==> config.mk <==
export PLATFORM = sky130hd
export DESIGN_NAME = bsl_core
export DESIGN_NICKNAME = d
export VERILOG_FILES = /design/src/rtl/bsl_pkg.sv /design/src/rtl/bsl_core.sv
export SDC_FILE = /design/constraint.sdc
export NUM_CORES = 1
export LEC_CHECK = 0
export BUFFER_PORTS_ARGS = -buffer_cell sky130_fd_sc_hd__buf_2
export CAP_MARGIN = 20
export CORE_MARGIN = 4
export CORE_UTILIZATION = 35
export DETAILED_ROUTE_END_ITERATION = 7
export PLACE_DENSITY = 0.49
export SYNTH_ARGS = -nofsm -noshare
export SYNTH_HDL_FRONTEND = slang
export SYNTH_SLANG_ARGS = --single-unit
==> constraint.sdc <==
create_clock -name i_clk -period 4.5 [get_ports i_clk]
set_input_delay 0.225 -clock i_clk [delete_from_list [all_inputs] [get_ports i_clk]]
set_output_delay 0.225 -clock i_clk [all_outputs]
set_load 0.05 [all_outputs]
==> src/rtl/bsl_pkg.sv <==
`timescale 1ns / 1ps
// ----------------------------------------------------------------------------
// bsl_pkg
// Shared types and constants for the BASIC source lexer.
// ----------------------------------------------------------------------------
package bsl_pkg;

    localparam int unsigned VALUE_MAX_DEF = 32'd2147483647;

    localparam int CHAR_W  = 8;
    localparam int CLASS_W = 2;
    localparam int VALUE_W = 31;

    localparam logic REC_CHAR = 1'b0;
    localparam logic REC_END  = 1'b1;

    localparam logic [CLASS_W-1:0] CLASS_PLAIN = 2'd0;
    localparam logic [CLASS_W-1:0] CLASS_LIT   = 2'd1;
    localparam logic [CLASS_W-1:0] CLASS_INT   = 2'd2;

    typedef struct packed {
        logic [CHAR_W-1:0] ch;
        logic              end_of_text;
    } t_in_item;

    typedef struct packed {
        logic               rec_kind;
        logic [CHAR_W-1:0]  char_out;
        logic [CLASS_W-1:0] token_class;
        logic [VALUE_W-1:0] int_value;
        logic               last;
    } t_out_item;

    // Records caused by one item, in order: close, content char, plain end.
    typedef struct packed {
        logic               has_close;
        logic [CLASS_W-1:0] close_class;
        logic [VALUE_W-1:0] close_value;
        logic               has_char;
        logic [CHAR_W-1:0]  ch;
        logic               has_end;
    } t_bundle;

endpackage

==> src/rtl/bsl_core.sv <==
`timescale 1ns / 1ps
// ----------------------------------------------------------------------------
// bsl_core
// Lexer state machine: classifies one character per item, updates the mode
// and integer accumulator, and builds the record bundle for that item.
// ----------------------------------------------------------------------------
module bsl_core #(
    parameter int unsigned VALUE_MAX = bsl_pkg::VALUE_MAX_DEF
) (
    input  logic              i_clk,
    input  logic              i_rst_n,
    input  logic              i_fire,
    input  bsl_pkg::t_in_item i_item,
    output bsl_pkg::t_bundle  o_bundle
);

    localparam int VW = bsl_pkg::VALUE_W;
    localparam logic [VW:0]   MAX_EXT = (VW+1)'(VALUE_MAX);
    localparam logic [VW-1:0] DIV10   = VW'(VALUE_MAX / 10);

    localparam logic [7:0] C_QUOTE = 8'h22;
    localparam logic [7:0] C_DOLLAR = 8'h24;
    localparam logic [7:0] C_AMP   = 8'h26;
    localparam logic [7:0] C_PLUS  = 8'h2B;
    localparam logic [7:0] C_MINUS = 8'h2D;
    localparam logic [7:0] C_DOT   = 8'h2E;
    localparam logic [7:0] C_ZERO  = 8'h30;
    localparam logic [7:0] C_ONE   = 8'h31;
    localparam logic [7:0] C_SEVEN = 8'h37;
    localparam logic [7:0] C_UNDER = 8'h5F;
    localparam logic [7:0] C_UP_E  = 8'h45;
    localparam logic [7:0] C_LO_E  = 8'h65;
    localparam logic [7:0] C_UP_X  = 8'h58;
    localparam logic [7:0] C_LO_X  = 8'h78;
    localparam logic [7:0] C_UP_O  = 8'h4F;
    localparam logic [7:0] C_LO_O  = 8'h6F;
    localparam logic [7:0] C_UP_H  = 8'h48;
    localparam logic [7:0] C_LO_H  = 8'h68;

    typedef enum logic [3:0] {
        M_IDLE, M_WS, M_IDENT, M_LIT, M_QUOTE, M_INT, M_FRAC, M_EXPS,
        M_EXPSIGN, M_EXPD, M_TRAIL, M_AMP, M_BIN, M_OCT, M_HEX
    } t_mode;

    function automatic logic is_digit(input logic [7:0] c);
        return (c >= 8'h30) && (c <= 8'h39);
    endfunction

    function automatic logic is_alpha(input logic [7:0] c);
        return ((c >= 8'h61) && (c <= 8'h7A)) || ((c >= 8'h41) && (c <= 8'h5A));
    endfunction

    function automatic logic is_ident(input logic [7:0] c);
        return is_alpha(c) || is_digit(c) || (c == C_UNDER);
    endfunction

    function automatic logic is_space(input logic [7:0] c);
        return (c == 8'h20) || ((c >= 8'h09) && (c <= 8'h0D));
    endfunction

    function automatic logic is_xdigit(input logic [7:0] c);
        return is_digit(c) || ((c >= 8'h61) && (c <= 8'h66)) ||
               ((c >= 8'h41) && (c <= 8'h46));
    endfunction

    t_mode          r_mode, n_mode;
    logic [VW-1:0]  r_acc, n_acc;
    logic           r_still, n_still;
    logic           r_ovf, n_ovf;

    logic [7:0]     c;
    logic           eot;
    logic           take;
    logic           do_close;
    logic           do_start;
    logic [VW-1:0]  acc10;
    logic [VW:0]    acc_sum;
    logic [3:0]     digit;

    assign c     = i_item.ch;
    assign eot   = i_item.end_of_text || (i_item.ch == 8'h00);
    assign digit = c[3:0];
    assign acc10 = (r_acc << 3) + (r_acc << 1);
    assign acc_sum = {1'b0, acc10} + (VW+1)'(digit);

    always_comb begin
        n_mode   = r_mode;
        n_acc    = r_acc;
        n_still  = r_still;
        n_ovf    = r_ovf;
        o_bundle = '0;
        o_bundle.ch = c;
        take     = 1'b0;
        do_close = 1'b0;
        do_start = 1'b0;

        if (eot) begin
            do_close = (r_mode != M_IDLE);
        end else begin
            unique case (r_mode)
                M_IDLE: ;
                M_WS: begin
                    take = is_space(c);
                end
                M_IDENT: begin
                    if (is_ident(c)) begin
                        take = 1'b1;
                    end else if (c == C_DOLLAR) begin
                        take = 1'b1;
                        o_bundle.has_end = 1'b1;
                        n_mode = M_IDLE;
                    end
                end
                M_LIT: begin
                    take = 1'b1;
                    if (c == C_QUOTE) begin
                        n_mode = M_QUOTE;
                    end
                end
                M_QUOTE: begin
                    if (c == C_QUOTE) begin
                        take = 1'b1;
                        n_mode = M_LIT;
                    end
                end
                M_INT, M_FRAC: begin
                    if ((r_mode == M_INT) && is_digit(c)) begin
                        take = 1'b1;
                        if (!r_ovf) begin
                            if (r_acc > DIV10) begin
                                n_ovf = 1'b1;
                            end else if (acc_sum > MAX_EXT) begin
                                n_ovf = 1'b1;
                                n_acc = acc10;
                            end else begin
                                n_acc = acc_sum[VW-1:0];
                            end
                        end
                    end else if ((r_mode == M_INT) && (c == C_DOT)) begin
                        take = 1'b1;
                        n_still = 1'b0;
                        n_mode = M_FRAC;
                    end else if ((r_mode == M_FRAC) && is_digit(c)) begin
                        take = 1'b1;
                    end else if ((c == C_LO_E) || (c == C_UP_E)) begin
                        take = 1'b1;
                        n_still = 1'b0;
                        n_mode = M_EXPS;
                    end else if (is_ident(c)) begin
                        take = 1'b1;
                        n_still = 1'b0;
                        n_mode = M_TRAIL;
                    end
                end
                M_EXPS: begin
                    if (is_digit(c)) begin
                        take = 1'b1;
                        n_mode = M_EXPD;
                    end else if ((c == C_PLUS) || (c == C_MINUS)) begin
                        take = 1'b1;
                        n_mode = M_EXPSIGN;
                    end else if (is_ident(c)) begin
                        take = 1'b1;
                        n_mode = M_TRAIL;
                    end
                end
                M_EXPSIGN, M_EXPD: begin
                    if (is_digit(c)) begin
                        take = 1'b1;
                        n_mode = M_EXPD;
                    end else if (is_ident(c)) begin
                        take = 1'b1;
                        n_mode = M_TRAIL;
                    end
                end
                M_TRAIL: begin
                    take = is_ident(c);
                end
                M_AMP: begin
                    if ((c == C_LO_X) || (c == C_UP_X)) begin
                        take = 1'b1;
                        n_mode = M_BIN;
                    end else if ((c == C_LO_O) || (c == C_UP_O)) begin
                        take = 1'b1;
                        n_mode = M_OCT;
                    end else if ((c == C_LO_H) || (c == C_UP_H) || is_xdigit(c)) begin
                        take = 1'b1;
                        n_mode = M_HEX;
                    end
                end
                M_BIN: begin
                    take = (c == C_ZERO) || (c == C_ONE);
                end
                M_OCT: begin
                    take = (c >= C_ZERO) && (c <= C_SEVEN);
                end
                M_HEX: begin
                    take = is_xdigit(c);
                end
                default: ;
            endcase

            // Content is emitted for every taken char except a literal quote.
            if (take) begin
                o_bundle.has_char = !((r_mode == M_LIT) && (c == C_QUOTE));
            end else begin
                do_close = (r_mode == M_IDLE) ? 1'b0 : (r_mode <= M_HEX);
                do_start = 1'b1;
            end
        end

        if (do_close) begin
            o_bundle.has_close = 1'b1;
            if ((r_mode == M_LIT) || (r_mode == M_QUOTE)) begin
                o_bundle.close_class = bsl_pkg::CLASS_LIT;
            end else if ((r_mode == M_INT) && r_still && !r_ovf) begin
                o_bundle.close_class = bsl_pkg::CLASS_INT;
                o_bundle.close_value = r_acc;
            end else begin
                o_bundle.close_class = bsl_pkg::CLASS_PLAIN;
            end
        end

        if (eot || do_start || (n_mode == M_IDLE)) begin
            n_mode  = M_IDLE;
            n_acc   = '0;
            n_still = 1'b1;
            n_ovf   = 1'b0;
        end

        if (do_start) begin
            o_bundle.has_char = 1'b1;
            if (is_space(c)) begin
                n_mode = M_WS;
            end else if (is_alpha(c)) begin
                n_mode = M_IDENT;
            end else if (c == C_QUOTE) begin
                o_bundle.has_char = 1'b0;
                n_mode = M_LIT;
            end else if (is_digit(c)) begin
                n_acc  = VW'(digit);
                n_mode = M_INT;
            end else if (c == C_DOT) begin
                n_still = 1'b0;
                n_mode  = M_FRAC;
            end else if (c == C_AMP) begin
                n_mode = M_AMP;
            end else begin
                o_bundle.has_end = 1'b1;
            end
        end
    end

    always_ff @(posedge i_clk) begin
        if (!i_rst_n) begin
            r_mode  <= M_IDLE;
            r_acc   <= '0;
            r_still <= 1'b1;
            r_ovf   <= 1'b0;
        end else if (i_fire) begin
            r_mode  <= n_mode;
            r_acc   <= n_acc;
            r_still <= n_still;
            r_ovf   <= n_ovf;
        end
    end

endmodule

==> impl_metrics.toml <==
[global_route]
grt_pass1_vias = 5566
met3_usage_pct = 2.56
grtUsageMet1_pct = 29.2
grt_pass1_wl_um = 29900
gr-total-overflow = 0
antenna_found_initial = 0
grtUsageMet2_pct = 33.6
grt_max_degree = 23
grt.busiest_layer = "met2"
grt_usage_pct = 20.7

[finish]
layout_common_cells = "nand2_1, a21oi_1, buf_2, nor2_1, and2_1"
nFillCells = 1583
drive_above_1_share_pct = 13.7
fin_util_pct = 39.2
final_common_cell = "nand2_1"
area_growth_pct = 10.6
final_nets = 829
insertedDiodeCount = 0

[setup_path]
slowest_delay_ns = 0.64
crit_buf_inv = 0
critical_path_class = "reg2reg"
required_ns = 4.65
critPathLaunchType = "flop"
cp_top_family = "simple AND/OR/NAND/NOR gates"
crit_chain = "ha_1, fa_1, a211oi_2, o21ai_2, a32o_1, nor3_2, and4bb_1, and4_1, nand2_1, or4_4, and3_1, xnor2_1, o21ai_1"
path_max_fanout = 13
cp.arrival_ns = 4.32
end_kind = "flop"
slowest_stage = "or4_4"

[timing]
rsz0062_at_grt = "false"
fin_crit_sh_pct = 92.8
finalSetupViolCount = 0
layout_min_cycle_time_ns = 4.18
fin_setup_tns_ns = 0
hold_viol = 0
holdWs_ns = 0.298
maxSlewHeadroom_pct = 39.6
worst_pin_slew_ns = 0.906
skew_ns = 0.0119
drv_slew = 0
max_freq_ghz = 0.240

[clock_network]
clk_pin_slew_ns = 0.07
numCtsBuffers = 5
cts_tree = "done"
htree_levels = 2
cts_root_buf = "clkbuf_16"
cts_resized = 0
clock_latency_ns = 0.29
cts_setup_buffers = 0
cts_buffer_depth = 2
hold_buffers = 0
cts.sinks = 37

[routing]
drtAntennaViolNets = 0
avgRoutedWirePerCell_um = 19.4
vias = 5965
drt_pass1_iterations = 5
drtIter0Drc = 507
via_per_inst = 6.12
drc_errors = 0
wl_um = 18900

[floorplanning]
die_h_um = 132
die_area_um2 = 17400
die_w_um = 132
fp-row-count = 45
initial_utilization_pct = 35.5
coreArea_um2 = 15100
ios = 56

[synth]
synth_edf_count = 0
synth_cell_types = 89
synth_nets = 802
yosys_warnings = 0
synth_area_um2 = 5380
synth_cells = 758
avgSynthCellArea_um2 = 7.09
synthFlopType = "dfxtp_1"
synth_async_sr_flop_share_pct = 0
ys_seq_area_share_pct = 13.8
synth_seq_cells = 37

[power_and_ir_drop]
finalPower_mw = 0.880
vdd_drop_max_mv = 0.137
power.leakage_nw = 2.33
powerDensity_nw_per_um2 = 148

[placement]
io_buffers = 55
dp_hpwl_um = 14800
place.gp.congestion = 0.947

[run_status]
status = "finished, final reports clean"

[run]
max-cap-violations = 0

[worst_hold_path]
hold_path_class = "in2reg"
## registers in the layout (all words and copies together), names as in the netlist
signal	flops
r_still	1
r_ovf	1
r_mode	4
r_acc	31
## through the flow
step	std cells	cell area [um2]	setup WS (ns)
floorplan	758	5380	0.577
global placement	966	5760	0.438
detailed placement	966	5760	0.286
CTS	974	5930	0.225
global route	974	5940	0.0149
finish	974	5940	0.325
## final timing paths
kind / startpoint / endpoint / slack, ns / cells after the start
hold / removal: i_rst_n / r_still / 0.30 / 2
hold reg to reg: r_still / r_still / 0.46 / 2
setup reg to reg: r_acc[2] / r_acc[10] / 0.32 / 13
setup / recovery: r_acc[2] / r_acc[10] / 0.32 / 13
## cells by family after synthesis
logic type | count (synthesis) | share of synthesized area (%)
xor+xnor | 44 | 7.31
compound gates | 240 | 30.2
flops | 37 | 13.8
buf+inv | 63 | 5.66
mux | 4 | 0.815
fa+ha+maj | 32 | 7.73
simple gates | 338 | 34.5
## cell type report
type	count	area [um2]	area share, %
timing repair buffer	72	415	6.99
multi-input combinational	658	4340	73.1
inverter	11	41.3	0.695
clock buffer	6	129	2.17
clock inverter	2	38.8	0.652
sequential	37	741	12.5
tap	188	235	3.96
## cells in the mapped netlist, types with 12 or more instances
library cell  instances  area [um2]
nor2b_1              12        75.1
ha_1                 30         375
nand4_1              19         119
nand2_1              92         345
a21oi_1              57         285
and2_1               40         250
xor2_1               17         149
nor3_1               24         120
clkbuf_1             25        93.8
o21ai_1              28         140
o21ai_0              39         195
nand3_1              18        90.1
xnor2_1              26         228
buf_2                13        65.1
nor2_1               50         188
dfxtp_1              37         741
## worst register-to-register path, cell delays in order, from the launching register on
cell and delay [ns]:
dfxtp_1 0.38, ha_1 0.27, fa_1 0.43, a211oi_2 0.42
o21ai_2 0.20, a32o_1 0.29, nor3_2 0.18, and4bb_1 0.32
and4_1 0.29, nand2_1 0.16, or4_4 0.64, and3_1 0.25
xnor2_1 0.14, o21ai_1 0.07
## per-layer routing
layer | up-vias | part of all wire [%]
li1 | 2887 | -
met1 | 2825 | 48
met2 | 226 | 45
met3 | 27 | 5.4
met4 | 0 | 1.9
met5 | - | 0
## report_power, final
part | internal, mW | switching, mW
clock network | 0.263 | 0.157
registers | 0.329 | 0.00187
logic | 0.0393 | 0.0904
total | 0.631 | 0.249
(Power assumes the default switching activity.)
